**src/rtl/core/psrwb_pkg.sv**
```systemverilog
// ----------------------------------------------------------------------------
// psrwb_pkg: shared types and constants of the synthesizer word builder
// Holds limits, fixed register fields, status codes and queue entry types.
// ----------------------------------------------------------------------------
package psrwb_pkg;

    localparam int unsigned FRAC_MODULUS = 1000;
    localparam int unsigned BAND_CLK_DIV = 200;

    localparam logic [32:0] F_MIN = 33'd35000000;
    localparam logic [32:0] F_MAX = 33'd4400000000;

    localparam logic [2:0] CFG_REF   = 3'd0;
    localparam logic [2:0] CFG_POWER = 3'd1;
    localparam logic [2:0] CFG_OE    = 3'd2;
    localparam logic [2:0] CFG_LN    = 3'd3;

    localparam logic [1:0] ST_OK    = 2'd0;
    localparam logic [1:0] ST_RANGE = 2'd1;
    localparam logic [1:0] ST_INTOV = 2'd2;

    // Synthesizer register indexes of the emitted words.
    localparam logic [2:0] WORD_R0 = 3'd0;
    localparam logic [2:0] WORD_R1 = 3'd1;
    localparam logic [2:0] WORD_R2 = 3'd2;
    localparam logic [2:0] WORD_R3 = 3'd3;
    localparam logic [2:0] WORD_R4 = 3'd4;
    localparam logic [2:0] WORD_R5 = 3'd5;

    // Classified request handed from the front part to the back part.
    typedef struct packed {
        logic [1:0]  status;
        logic [2:0]  div_log2;
        logic [32:0] vco;
    } job_t;

    typedef enum logic [1:0] {
        BK_IDLE,
        BK_DIV,
        BK_FRAC,
        BK_EMIT
    } bk_state_t;

    // Divider choice from the output frequency thresholds.
    function automatic logic [2:0] pick_div(input logic [32:0] f);
        logic [2:0] d;
        begin
            if (f < 33'd68750000) d = 3'd6;
            else if (f < 33'd137500000) d = 3'd5;
            else if (f < 33'd275000000) d = 3'd4;
            else if (f < 33'd550000000) d = 3'd3;
            else if (f < 33'd1100000000) d = 3'd2;
            else if (f < 33'd2200000000) d = 3'd1;
            else d = 3'd0;
            return d;
        end
    endfunction

endpackage

```
**src/rtl/core/psrwb_front.sv**
```systemverilog
// ----------------------------------------------------------------------------
// psrwb_front: request classifier
// Range check, divider choice and VCO frequency; writes a job into the queue.
// ----------------------------------------------------------------------------
module psrwb_front
    import psrwb_pkg::*;
(
    input  logic        clk,
    input  logic        rst_n,
    input  logic        in_valid,
    output logic        in_ready,
    input  logic [32:0] freq_hz,
    output logic        job_valid,
    input  logic        job_ready,
    output job_t        job
);

    job_t job_next;
    logic [2:0] d;

    // Classification is combinational; the queue registers it.
    always_comb
    begin
        d = pick_div(freq_hz);
        job_next.div_log2 = d;
        job_next.vco = freq_hz << d;
        if (freq_hz < F_MIN || freq_hz > F_MAX)
            job_next.status = ST_RANGE;
        else
            job_next.status = ST_OK;
    end

    // Two-entry queue between front and back.
    job_t       q_reg [2];
    logic [1:0] cnt_reg;
    logic       wp_reg, rp_reg;
    logic       push, pop;

    assign in_ready  = (cnt_reg != 2'd2);
    assign push      = in_valid && in_ready;
    assign job_valid = (cnt_reg != 2'd0);
    assign pop       = job_valid && job_ready;
    assign job       = q_reg[rp_reg];

    always_ff @(posedge clk or negedge rst_n)
    begin
        if (!rst_n)
        begin
            cnt_reg <= 2'd0;
            wp_reg  <= 1'b0;
            rp_reg  <= 1'b0;
        end
        else
        begin
            if (push) wp_reg <= ~wp_reg;
            if (pop)  rp_reg <= ~rp_reg;
            cnt_reg <= cnt_reg + {1'b0, push} - {1'b0, pop};
        end
    end

    always_ff @(posedge clk)
    begin
        if (push) q_reg[wp_reg] <= job_next;
    end

endmodule

```
**src/rtl/core/psrwb_back.sv**
```systemverilog
// ----------------------------------------------------------------------------
// psrwb_back: divider and word emitter
// Restoring INT/FRAC division, then six words 5 to 0; an error emits one.
// ----------------------------------------------------------------------------
module psrwb_back
    import psrwb_pkg::*;
(
    input  logic        clk,
    input  logic        rst_n,
    input  logic        job_valid,
    output logic        job_ready,
    input  job_t        job,
    input  logic [27:0] ref_freq_hz,
    input  logic [1:0]  power_level,
    input  logic        output_enable,
    input  logic        low_noise_mode,
    output logic        out_valid,
    input  logic        out_ready,
    output logic [31:0] reg_word,
    output logic [2:0]  reg_index,
    output logic        last_word,
    output logic [1:0]  status
);

    bk_state_t   st_reg, st_next;
    logic [32:0] quo_reg, quo_next;
    logic [27:0] rem_reg, rem_next;
    logic [39:0] fnum_reg, fnum_next;
    logic [11:0] fq_reg, fq_next;
    logic [15:0] int_reg, int_next;
    logic [5:0]  cnt_reg, cnt_next;
    logic [2:0]  d_reg, d_next;
    logic [1:0]  st_code_reg, st_code_next;
    logic [2:0]  idx_reg, idx_next;
    logic [28:0] trial;
    logic [31:0] word;

    // Both divisions produce one quotient bit per cycle.
    always_comb
    begin
        st_next = st_reg; quo_next = quo_reg; rem_next = rem_reg; fq_next = fq_reg;
        fnum_next = fnum_reg; int_next = int_reg;
        cnt_next = cnt_reg; d_next = d_reg; st_code_next = st_code_reg;
        idx_next = idx_reg;
        job_ready = 1'b0; out_valid = 1'b0;
        trial = {rem_reg, quo_reg[32]};
        case (st_reg)
            BK_IDLE:
            begin
                job_ready = 1'b1;
                if (job_valid)
                begin
                    quo_next = job.vco; rem_next = '0; cnt_next = 6'd33;
                    d_next = job.div_log2; st_code_next = job.status;
                    idx_next = WORD_R5; fq_next = '0;
                    if (job.status != ST_OK) st_next = BK_EMIT;
                    else if (ref_freq_hz == 28'd0)
                    begin
                        st_code_next = ST_INTOV; st_next = BK_EMIT;
                    end
                    else st_next = BK_DIV;
                end
            end
            BK_DIV:
            begin
                if (trial >= {1'b0, ref_freq_hz})
                begin
                    rem_next = 28'(trial - {1'b0, ref_freq_hz});
                    quo_next = {quo_reg[31:0], 1'b1};
                end
                else
                begin
                    rem_next = trial[27:0];
                    quo_next = {quo_reg[31:0], 1'b0};
                end
                cnt_next = cnt_reg - 6'd1;
                if (cnt_reg == 6'd1)
                begin
                    if (quo_next[32:16] != 17'd0)
                    begin
                        st_code_next = ST_INTOV; st_next = BK_EMIT;
                    end
                    else
                    begin
                        // The remainder times the modulus stays below 2^40.
                        int_next  = quo_next[15:0];
                        fnum_next = {12'd0, rem_next} * 40'(FRAC_MODULUS);
                        rem_next  = '0;
                        cnt_next  = 6'd40;
                        st_next   = BK_FRAC;
                    end
                end
            end
            BK_FRAC:
            begin
                trial = {rem_reg, fnum_reg[39]};
                if (trial >= {1'b0, ref_freq_hz})
                begin
                    rem_next = 28'(trial - {1'b0, ref_freq_hz});
                    fq_next  = {fq_reg[10:0], 1'b1};
                end
                else
                begin
                    rem_next = trial[27:0];
                    fq_next  = {fq_reg[10:0], 1'b0};
                end
                fnum_next = {fnum_reg[38:0], 1'b0};
                cnt_next = cnt_reg - 6'd1;
                if (cnt_reg == 6'd1) st_next = BK_EMIT;
            end
            BK_EMIT:
            begin
                out_valid = 1'b1;
                if (out_ready)
                begin
                    if (idx_reg == WORD_R0 || st_code_reg != ST_OK) st_next = BK_IDLE;
                    else idx_next = idx_reg - 3'd1;
                end
            end
            default: st_next = BK_IDLE;
        endcase
    end

    // Control state.
    always_ff @(posedge clk or negedge rst_n)
    begin
        if (!rst_n)
        begin
            st_reg <= BK_IDLE; idx_reg <= WORD_R5;
            st_code_reg <= ST_OK; cnt_reg <= '0;
        end
        else
        begin
            st_reg <= st_next; idx_reg <= idx_next;
            st_code_reg <= st_code_next; cnt_reg <= cnt_next;
        end
    end

    // Datapath registers.
    always_ff @(posedge clk)
    begin
        quo_reg <= quo_next; rem_reg <= rem_next; fnum_reg <= fnum_next;
        fq_reg <= fq_next; int_reg <= int_next; d_reg <= d_next;
    end

    // Word packing for the current index.
    always_comb
    begin
        case (idx_reg)
            WORD_R0: word = {1'b0, int_reg, fq_reg, 3'b000};
            WORD_R1: word = 32'((1 << 27) | (FRAC_MODULUS << 3) | 1);
            WORD_R2: word = (low_noise_mode ? 32'h0020_0000 : 32'h0010_0000)
                            | 32'h0000_4000 | 32'(6 << 9) | 32'd2;
            WORD_R3: word = 32'(3 << 10) | {27'd0, power_level, 3'b011};
            WORD_R4: word = {9'd0, d_reg, 20'd0} | 32'(BAND_CLK_DIV << 12)
                            | (output_enable ? 32'd0 : 32'h20) | 32'd4;
            WORD_R5: word = 32'((1 << 22) | 5);
            default: word = '0;
        endcase
    end

    assign reg_word  = (st_code_reg == ST_OK) ? word : 32'd0;
    assign reg_index = (st_code_reg == ST_OK) ? idx_reg : WORD_R0;
    assign last_word = (st_code_reg != ST_OK) || (idx_reg == WORD_R0);
    assign status    = st_code_reg;

endmodule

```
**src/rtl/core/pll_synth_register_word_builder.sv**
```systemverilog
// ----------------------------------------------------------------------------
// pll_synth_register_word_builder: fractional-N divider word builder
// Turns a requested output frequency into six synthesizer register words.
// ----------------------------------------------------------------------------
// Channel | Direction | Signals
// input   | in        | in_valid, in_ready, freq_hz
// output  | out       | out_valid, out_ready, reg_word, reg_index, last_word, status
// config  | in        | cfg_we, cfg_index, cfg_data
// An ok request takes the job, runs INT division and then FRAC division,
// both one bit per cycle, then makes six word transfers. A range error or
// zero reference goes straight to one transfer; an INT overflow ends INT
// division and makes one transfer. Output stalls hold the back part. A
// two-entry queue takes up to two requests while the back part works or
// stalls. Reset restores register defaults.
module pll_synth_register_word_builder
    import psrwb_pkg::*;
(
    input  logic        clk,
    input  logic        rst_n,
    input  logic        in_valid,
    output logic        in_ready,
    input  logic [32:0] freq_hz,
    output logic        out_valid,
    input  logic        out_ready,
    output logic [31:0] reg_word,
    output logic [2:0]  reg_index,
    output logic        last_word,
    output logic [1:0]  status,
    input  logic        cfg_we,
    input  logic [2:0]  cfg_index,
    input  logic [27:0] cfg_data
);

    logic [27:0] ref_reg;
    logic [1:0]  pwr_reg;
    logic        oe_reg, ln_reg;
    logic        job_valid, job_ready;
    job_t        job;

    // Configuration registers.
    always_ff @(posedge clk or negedge rst_n)
    begin
        if (!rst_n)
        begin
            ref_reg <= 28'd25000000; pwr_reg <= 2'd3; oe_reg <= 1'b1; ln_reg <= 1'b1;
        end
        else if (cfg_we)
        begin
            case (cfg_index)
                CFG_REF:   ref_reg <= cfg_data;
                CFG_POWER: pwr_reg <= cfg_data[1:0];
                CFG_OE:    oe_reg  <= cfg_data[0];
                CFG_LN:    ln_reg  <= cfg_data[0];
                default: ;
            endcase
        end
    end

    psrwb_front u_front (
        .clk(clk), .rst_n(rst_n), .in_valid(in_valid), .in_ready(in_ready),
        .freq_hz(freq_hz), .job_valid(job_valid), .job_ready(job_ready), .job(job)
    );

    psrwb_back u_back (
        .clk(clk), .rst_n(rst_n), .job_valid(job_valid), .job_ready(job_ready),
        .job(job), .ref_freq_hz(ref_reg), .power_level(pwr_reg),
        .output_enable(oe_reg), .low_noise_mode(ln_reg), .out_valid(out_valid),
        .out_ready(out_ready), .reg_word(reg_word), .reg_index(reg_index),
        .last_word(last_word), .status(status)
    );

endmodule

```
**config.mk**
```make
export PLATFORM = sky130hd
export DESIGN_NAME = pll_synth_register_word_builder
export DESIGN_NICKNAME = d
export VERILOG_FILES = /design/src/rtl/core/psrwb_pkg.sv /design/src/rtl/core/psrwb_front.sv /design/src/rtl/core/psrwb_back.sv /design/src/rtl/core/pll_synth_register_word_builder.sv
export SDC_FILE = /design/constraint.sdc
export NUM_CORES = 1
export LEC_CHECK = 0
export ABC_CLOCK_PERIOD_IN_PS = 15450
export BUFFER_PORTS_ARGS = -buffer_cell sky130_fd_sc_hd__buf_2
export CORE_ASPECT_RATIO = 1.4
export CORE_UTILIZATION = 68
export DETAILED_ROUTE_END_ITERATION = 12
export GPL_ROUTABILITY_DRIVEN = 0
export GPL_TIMING_DRIVEN = 0
export HOLD_SLACK_MARGIN = 0.1
export PLACE_DENSITY = 0.85
export REMOVE_ABC_BUFFERS = 1
export SLEW_MARGIN = 15
export SYNTH_ARGS = -nofsm -noshare
export SYNTH_HDL_FRONTEND = slang
export SYNTH_SLANG_ARGS = --single-unit
```
**constraint.sdc**
```tcl
create_clock -name clk -period 15.45 [get_ports clk]
set_input_delay 0.7725 -clock clk [delete_from_list [all_inputs] [get_ports clk]]
set_output_delay 0.7725 -clock clk [all_outputs]
set_load 0.05 [all_outputs]
```
; ---- Word level (Yosys, flattened, before mapping)
; Memory sizes are Yosys's and may differ from the RTL's.
; Index checks and enable logic that the tools add are counted.
[op_classes]
n_addsub = 6
mul = 1
n_lt_le_gt_ge = 10
n_eq_ne = 21
shift = 1
n_mux = 56
bitwise = 4
reduce_logical = 31
[op_table]
columns = op, n
row1 = 32-bit case mux with 6 select lines, 1
row2 = 28-bit two-way mux, 6
row3 = 28-bit case mux with 3 select lines, 1
row4 = 40-bit two-way mux, 2
row5 = 40-bit case mux with 2 select lines, 1
row6 = 33-bit two-way mux, 2
row7 = 33-bit case mux with 2 select lines, 1
row8 = 29-bit by 28-bit >= comparator with 1-bit output, 2
row9 = 28-bit subtractor, 2
row10 = 28-bit by 7-bit multiplier with 35-bit output (second input constant), 1
row11 = 33-bit greater-than comparator (second input constant), 1
row12 = 33-bit by 26-bit < comparator with 1-bit output (second input constant), 1
row13 = 33-bit by 27-bit < comparator with 1-bit output (second input constant), 1
row14 = 33-bit by 28-bit < comparator with 1-bit output (second input constant), 1
row15 = 33-bit by 29-bit < comparator with 1-bit output (second input constant), 1
row16 = 33-bit by 30-bit < comparator with 1-bit output (second input constant), 1
row17 = 33-bit by 31-bit < comparator with 1-bit output (second input constant), 1
row18 = 33-bit by 32-bit < comparator with 1-bit output (second input constant), 1
row19 = 33-bit by 3-bit << shifter with 33-bit output, 1
row20 = 32-bit two-way mux, 1
row21 = 23-bit by 32-bit bitwise OR with 32-bit output, 1
row22 = 28-bit zero test, 1
row23 = 3-bit two-way mux, 9
row24 = 2-bit two-way mux, 12
row25 = 33 further kinds, 78
[totals]
ff_bits = 181
mem_bits_rw = 74
inputBits = 69
out_inout_bits = 40
wordCells = 148
memories = 1
[mem_list]
columns = memory, depth, width, read_ports, rd_ports_with_merged_regs, wr, line_no
row1 = u_front.q_reg, 2, 37, 1, 0, 1, psrwb_front.sv:34  ; job_t q_reg [2];

; ---- Logic depth before layout (Yosys ltp)
; Gate-level depths: netlist (run 1).
[logic_depth]
word_depth = 8
ltp_mapped = 33
ltp_nobuf = 29

; ---- Hierarchy
; Synthesis (run 1) repeated with hierarchy kept, for this count alone.
[unflattened]
cells_unflattened = 2067
hier_area_um2 = 21100.2
[by_module_without_submodules]
columns = mod, instances, cells_per_inst, area_each_um2, seq_area_each_um2
row1 = psrwb_back, 1, 1482, 14298.7, 4201.5
row2 = psrwb_front, 1, 514, 5439.0, 2322.2
row3 = pll_synth_register_word_builder, 1, 71, 1362.6, 820.8

; ---- Worst setup path after synthesis (run 1)
; OpenSTA, ideal clock, no wires.
[synth_timing]
kind = register to register
start = register ref_reg[12]
end = register u_back.fnum_reg[35] (data pin)
setup_time_ps = 266
t_arrival_ps = 7252
t_required_ps = 15184
path_slack_ps = 7932
stages_incl_launch_ff = 33
n_path_buf = 4
period_less_slack_ps = 7518
path_cell_list = dfstp_2 inv_1 ha_1 buf_2 a21oi_1 o21ai_0 a21oi_1 o21ai_1 a221oi_1 buf_4 buf_6 inv_1 buf_2 mux2i_1 inv_1 fa_1 inv_1 fa_1 inv_1 fa_1 inv_1 fa_1 inv_1 ha_1 and2_1 a22o_1 a2111oi_0 o2111ai_1 a41o_1 a21o_1 a21oi_1 xor2_1 o21ai_0
[synth_between]
elab_chain_cells = 7
word_cells_on_any_way = 8
classes_between = 1 x add/sub / 1 x mul / 1 x order compare / 5 x mux
[synth_rtl]
columns = element, line_no
row1 = start: declaration, pll_synth_register_word_builder.sv:34  ; logic [27:0] ref_reg;
row2 = start signal: assignment, pll_synth_register_word_builder.sv:50  ; CFG_REF: ref_reg <= cfg_data;
row3 = 28-bit subtractor or 29-bit by 28-bit >= comparator with 1-bit output (tied branches), "psrwb_back.sv:68, psrwb_back.sv:66"
row4 = 28-bit two-way mux *, psrwb_back.sv:66  ; if (trial >= {1'b0, ref_freq_hz})
row5 = 28-bit two-way mux *, psrwb_back.sv:47  ; case (st_reg)
row6 = 28-bit by 7-bit multiplier with 35-bit output *, psrwb_back.sv:87  ; fnum_next = {12'd0, rem_next} * 40'(FRAC_MODULUS);
row7 = 40-bit two-way mux *, psrwb_back.sv:79  ; if (quo_next[32:16] != 17'd0)
row8 = 40-bit two-way mux *, psrwb_back.sv:77  ; if (cnt_reg == 6'd1)
row9 = 40-bit case mux with 2 select lines *, psrwb_back.sv:47
row10 = via u_back.fnum_next[35], psrwb_back.sv:28  ; logic [39:0] fnum_reg, fnum_next;
row11 = end signal: assignment, psrwb_back.sv:142  ; quo_reg <= quo_next; rem_reg <= rem_next; fnum_reg <= fnum_next;
row12 = end: declaration, psrwb_back.sv:28
; The timed path passes the listed nets; every way through them passes the cells marked *. The select of a mux whose other input is x is not followed.
; A chain may end at the register's enable or synchronous reset.

; ---- Worst setup path in the final report (run 1)
[layout_timing]
start = register ref_reg[26]
end = register u_back.fnum_reg[35] (data pin)
; The elaborated chain is that of the path after synthesis.

==> results of run 1 <==
[cell families after synthesis]
logic type | Yosys count | share of synthesized area
DFF | 252 | 0.3689
xor gates and xnor gates | 124 | 0.05455
adders and majority gates | 203 | 0.1576
muxes | 175 | 0.09332
and+or+nand+nor | 501 | 0.1217
buffers and inverters | 296 | 0.06215
other | 1 | 0.0001883
AOI/OAI and AO/OA | 464 | 0.1416
[area by class of cell]
type	instances	area, um^2	share of cell area
Timing Repair Buffer	124	783.3	0.03622
Sequential cell	252	7346	0.3397
Tap cell	375	469.2	0.02170
Clock inverter	18	222.7	0.01030
Multi-Input combinational cell	1468	11420	0.5282
Inverter	188	705.7	0.03264
Antenna cell	4	10.01	0.0004629
Clock buffer	30	665.6	0.03079
[how the worst min path moves through the flow]
stage                     slack [ns]                            to  cells after the start
after floorplan                 0.43  u_back.int_reg[10]$_DFFE_PP_                      0
after global placement          0.43  u_back.int_reg[11]$_DFFE_PP_                      0
after detailed placement        0.44  u_back.int_reg[12]$_DFFE_PP_                      0
after CTS                       0.39        ref_reg[2]$_DFFE_PN0P_                      3
after global routing            0.27  u_front.cnt_reg[0]$_DFF_PN0_                      1
final                           0.22    u_front.wp_reg$_DFFE_PN0P_                      1
[layer usage]
| metal | vias up | routed length [um] | global-route usage | part of all wire |
|---|---|---|---|---|
| met4 | 4 | 3653 | 0.2314 | 0.073 |
| met2 | 723 | 25690 | 0.6099 | 0.51 |
| li1 | 7220 | - | - | - |
| met3 | 249 | 3248 | 0.06250 | 0.065 |
| met1 | 7430 | 17490 | 0.3632 | 0.35 |
| met5 | - | 22 | 0 | 0.00044 |
[layout by cell type (no fill, tap or decap), drive strengths merged, types with 38 or more instances in the layout]
master  count
a21oi     122
and2       49
buf       124
edfxtp    203
fa         84
ha        106
inv       188
mux2       40
mux2i     135
nand2     188
nor2      102
nor3       38
o21ai     163
xnor2      70
xor2       54
[worst max-delay path: stages (launching register included)]
cell	delay, ns
dfrtp_1	0.38
inv_1	0.24
ha_1	0.37
a21o_1	0.20
a211oi_1	0.68
o211ai_1	0.38
a221oi_4	0.65
inv_1	0.51
mux2i_1	0.81
inv_1	0.30
fa_1	0.57
inv_1	0.05
fa_1	0.50
inv_1	0.05
fa_1	0.50
inv_1	0.05
fa_1	0.49
inv_1	0.05
ha_1	0.38
and2_1	0.18
a22o_1	0.19
a2111oi_0	0.38
o2111ai_1	0.30
a41o_1	0.35
a21o_1	0.19
a21oi_1	0.18
xor2_1	0.15
o21ai_0	0.08
[per-stage QoR]
step / util / setup slack [ns] / cell area (um^2) / hold WS, ns
3_3_place_gp: 0.7130 / 1.031 / 20380 / 0.4310
3_5_place_dp: 0.7245 / 6.349 / 20710 / 0.4390
6_report: 0.7563 / 5.982 / 21620 / 0.2213
4_1_cts: 0.7556 / 6.303 / 21600 / 0.3921
2_1_floorplan: - / 4.471 / 19380 / 0.4268
5_1_grt: 0.7561 / 5.620 / 21610 / 0.2675
==> reports/metrics.yaml, run 1 <==
run_status:
  status: "finished, final reports clean"
floorplan:
  die_h_um: 204.5
  start_util: 0.6964
  rows: 73
  fp.dieArea_um2: 29980
  io_pins: 109
  die_w_um: 146.6
  coreArea_um2: 28590
global_route:
  overflow: 0
  grt_pass1_vias: 15865
  grt_max_degree: 60
  grt_use_total: 0.3405
  antenna_found_initial: 5
  grt_pass1_wl_mm: 80.06
synthesis:
  ys_seq_elements: 252
  synth_commonest_cells: "203 x edfxtp_1, 188 x nand2_1, 182 x inv_1, 160 x o21ai_0, 127 x mux2i_1"
  ys_types: 86
  yosys.area.top_type: "edfxtp_1"
  synthFlopType: "edfxtp_1"
  ys_seq_area_frac: 0.3689
  synth.most_common_cell: "edfxtp_1"
  synth_top_area_share: 0.3062
  yosys-top-cells-area: "edfxtp_1 31%, fa_1 8.4%, ha_1 6.7%"
  synth_edf_count: 203
  ys.warnings.count: 0
  synth_cells: 2016
  syn_area_um2: 19910
  async_reset_ff_frac: 0.1944
  syn_avg_cell_area_um2: 9.876
setup_path:
  cp-startpoint: "ref_reg[26]$_DFFE_PN0P_"
  critPathArrivalTime_ns: 9.75
  cp-endpoint: "u_back.fnum_reg[35]$_DFFE_PP_"
  crit_type: "reg -> reg"
  r2r_cells: 27
  reg2reg_slack_ns: 5.98
  rr_startpoint: "ref_reg[26]$_DFFE_PN0P_"
  cp-end-kind: "flip-flop"
  cp_max_fo: 11
  cp_data_required_time_ns: 15.73
  timing.rr.end: "u_back.fnum_reg[35]$_DFFE_PP_"
  startpoint_type: "flip-flop"
run:
  drv_cap: 0
sta:
  rsz0062_at_grt: "no"
  worstMarginPinSlew_ns: 1.126
  setup_tns_ns: 0
  hold_violations: 0
  max_freq_mhz: 105.6
  setup_viol: 0
  relSlewSlack: 0.2278
  drv_slew: 0
  fin_crit_sh: 0.6128
  fin_crit_ns: 9.468
  skew_ns: 0.03303
route:
  drt_iter0_drc: 1455
  drtAntennaViolNets: 0
  num_vias: 15626
  wl_per_cell_um: 20.37
  viasPerCell: 6.355
  drt_wl_total_mm: 50.10
  drc_errors: 0
  dr.pass1.iters: 6
placement:
  portBuffers: 107
  dp_hpwl_mm: 37.01
  dp_cells: 2407
cells_and_area:
  fin_cells: 2459
  num-nets-final: 2319
  fill_cells: 1900
  largest_reg_flops: 74
  drive_gt1_frac: 0.1346
  area_growth_pct: 8.597
clocking:
  cts_setup_buffers: 0
  insertion_delay_ns: 0.58
  cts.sinks: 252
  h-tree-depth: 1
  hold_buffers: 0
  cts_made_buffers: 26
  cts_root_buf: "clkbuf_16"
  cts_buffer_depth: 3
  clk_pin_slew_worst_paths_ns: 0.06
  tritoncts: "built"
  ctsResizeCount: 0
hold_path:
  hp-class: "in -> async"
Power of run 1 is not shown: default switching activity piles up to over one toggle a cycle in this logic, so the estimate is an artifact.
==> run 2, diff against run 1 <==
- ABC_CLOCK_PERIOD_IN_PS: 15450 -> 8300
- CORE_UTILIZATION: 68 -> 57
- PLACE_DENSITY: 0.85 -> 0.76
- clock period: 15.45 -> 8.3 ns (I/O delays scaled with it)
==> reports/metrics.yaml, run 2 (synthesized netlist as in run 1, its figures left out) <==
sta:
  worst_hold_slack_ns: 0.1154  # -0.1060 ns
  drv_slew: 0  # unchanged
  worstMarginPinSlew_ns: 0.9305  # -0.1955 ns
  setup_viol: 0  # unchanged
  fin_crit_sh: 0.9717  # +0.3589
  max_freq_mhz: 124.0  # +17%
  hold_violations: 0  # unchanged
  fin_crit_ns: 8.065  # -1.402 ns
  relSlewSlack: 0.3774  # +0.1495
  skew_ns: 0.03034  # -0.002692 ns
  rsz0062_at_grt: "yes"
  layout_setup_ws_ns: 0.2346  # -5.748 ns
cells_and_area:
  num-nets-final: 2352  # +1.4%
  drive_gt1_frac: 0.1506  # +0.01595
  area_growth_pct: 11.49
  largest_reg_flops: 74  # unchanged
  fill_cells: 2744  # +44%
  final_cell_mix: "203 x edfxtp_1, 188 x nand2_1, 179 x inv_1"
  layout_commonest_cell: "edfxtp_1"
setup_path:
  rr_startpoint: "ref_reg[12]$_DFFE_PN1P_"
  reg2reg_slack_ns: 0.23  # -5.75 ns
  critPathSlowestCell: "mux2i_2"
  r2r_cells: 25  # -7.4%
  cp-end-kind: "flip-flop"
  timing.rr.end: "u_back.fnum_reg[27]$_DFFE_PP_"
  critPathArrivalTime_ns: 8.35  # -1.40 ns
  crit_buf_inv: 5  # -2
  startpoint_type: "flip-flop"
  crit_type: "reg -> reg"
  critPathTopFamily: "compound AO/OA/AOI/OAI gates"
  cp_data_required_time_ns: 8.59  # -7.14 ns
  cp_common_cell: "o21ai_0"
  cp_max_fo: 11  # unchanged
  max_stage_delay_ns: 0.67  # -0.14 ns
route:
  num_vias: 15477  # -0.95%
  dr.pass1.iters: 5  # -1
  viasPerCell: 6.034  # -5.0%
  drc_errors: 0  # unchanged
  drt_iter0_drc: 1111  # -24%
  drt_wl_total_mm: 49.43  # -1.3%
  drtAntennaViolNets: 0  # unchanged
  wl_per_cell_um: 19.27  # -5.4%
clocking:
  h-tree-depth: 1  # unchanged
  cts_buffer_depth: 3  # unchanged
  cts_made_buffers: 25  # -3.8%
  insertion_delay_ns: 0.58  # about the same
  cts.sinks: 252  # unchanged
  clk_pin_slew_worst_paths_ns: 0.06  # about the same
  cts_root_buf: "clkbuf_16"
  tritoncts: "built"
global_route:
  antenna_found_initial: 2  # -3
  overflow: 0  # unchanged
  grt_max_degree: 58  # -3.3%
  grt_pass1_wl_mm: 80.02  # about the same
  grt_pass1_vias: 15871  # +0.038%
  grt_use_total: 0.2803  # -0.06013
placement:
  portBuffers: 107  # unchanged
  dp_hpwl_mm: 37.01  # about the same
  dp_slack_ns: -0.6601  # -7.009 ns
run:
  drv_cap: 0  # unchanged
floorplan:
  rows: 80  # +9.6%
  io_pins: 109  # unchanged
  die_w_um: 160.0  # +9.1%
  die_h_um: 223.1  # +9.1%
  coreArea_um2: 34230  # +20%
  start_util: 0.5816  # -0.1148
  fp.dieArea_um2: 35690  # +19%
hold_path:
  min_from: "cfg_data[17]"
  hold_depth: 3
  hold-path-endpoint: "ref_reg[17]$_DFFE_PN0P_"
  hp-class: "in -> reg"
run_status:
  status: "finished, final reports clean"
-- run 2: cell types whose count changed in the layout (fill, tap and decap cells not counted), sizes merged --
cell and change:
buf +11, bufinv -2, clkbuf +7, clkinv -5, diode -2, dlygate4sd3 +23, inv -2
-- run 2: how the worst max path moves through the flow --
stage | startpoint | endpoint | cells past startpoint
final | ref_reg[12]$_DFFE_PN1P_ | u_back.fnum_reg[27]$_DFFE_PP_ | 25
after global routing | ref_reg[22]$_DFFE_PN1P_ | u_back.fnum_reg[37]$_DFFE_PP_ | 26
after CTS | ref_reg[12]$_DFFE_PN1P_ | u_back.fnum_reg[34]$_DFFE_PP_ | 27
after detailed placement | ref_reg[16]$_DFFE_PN1P_ | u_back.fnum_reg[35]$_DFFE_PP_ | 28
after global placement | ref_reg[12]$_DFFE_PN1P_ | u_back.fnum_reg[35]$_DFFE_PP_ | 28
after floorplan | ref_reg[12]$_DFFE_PN1P_ | u_back.fnum_reg[35]$_DFFE_PP_ | 28
-- run 2: tightest hold or removal path: stages --
cell	delay, ns
buf_2	0.10
nand2_1	0.05
o21ai_0	0.07
-- run 2: timing repair --
| action | 4_1_cts | 5_1_grt |
|---|---|---|
| buffers inserted | 4 | 7 |
| endpoints found under the setup margin | 11 | 16 |
| hold buffers | 23 | 0 |
| gates cloned | 0 | 0 |
| pin swaps | 1 | 1 |
| endpoints found under the hold margin | 49 | 0 |
| resized for setup | 15 | 30 |
-- run 2: final cells by class --
type / instances / area (um^2) / share of cell area
diodes: 2 / 5.005 / 0.0002255
repair buffers: 158 / 1091 / 0.04915
clock buffers: 37 / 721.9 / 0.03252
well taps: 451 / 564.3 / 0.02542
multi-input cells: 1468 / 11640 / 0.5245
inverters: 188 / 709.4 / 0.03196
flip-flops and latches: 252 / 7346 / 0.3309
clock inverters: 9 / 118.9 / 0.005355
-- run 2: metal layers --
metal	share of wire	global-route usage	wire length, um
met5	0	0	0
met4	0.060	0.1619	2971
met3	0.045	0.03328	2231
met2	0.53	0.5229	26110
met1	0.37	0.3037	18120
-- run 2: stage by stage --
step / cell area (um^2) / setup TNS [ns] / utilization / instances
finish: 22200 / 0 / 0.6485 / 2565
global route: 22200 / -0.02818 / 0.6485 / 2565
CTS: 21980 / 0 / 0.6420 / 2556
detailed placement: 20800 / -2.558 / 0.6077 / 2483
global placement: 20480 / -140.27 / 0.5982 / 2466
floorplan: 19380 / -40.33 / - / 1908
Power of run 2 is left out for the same reason.
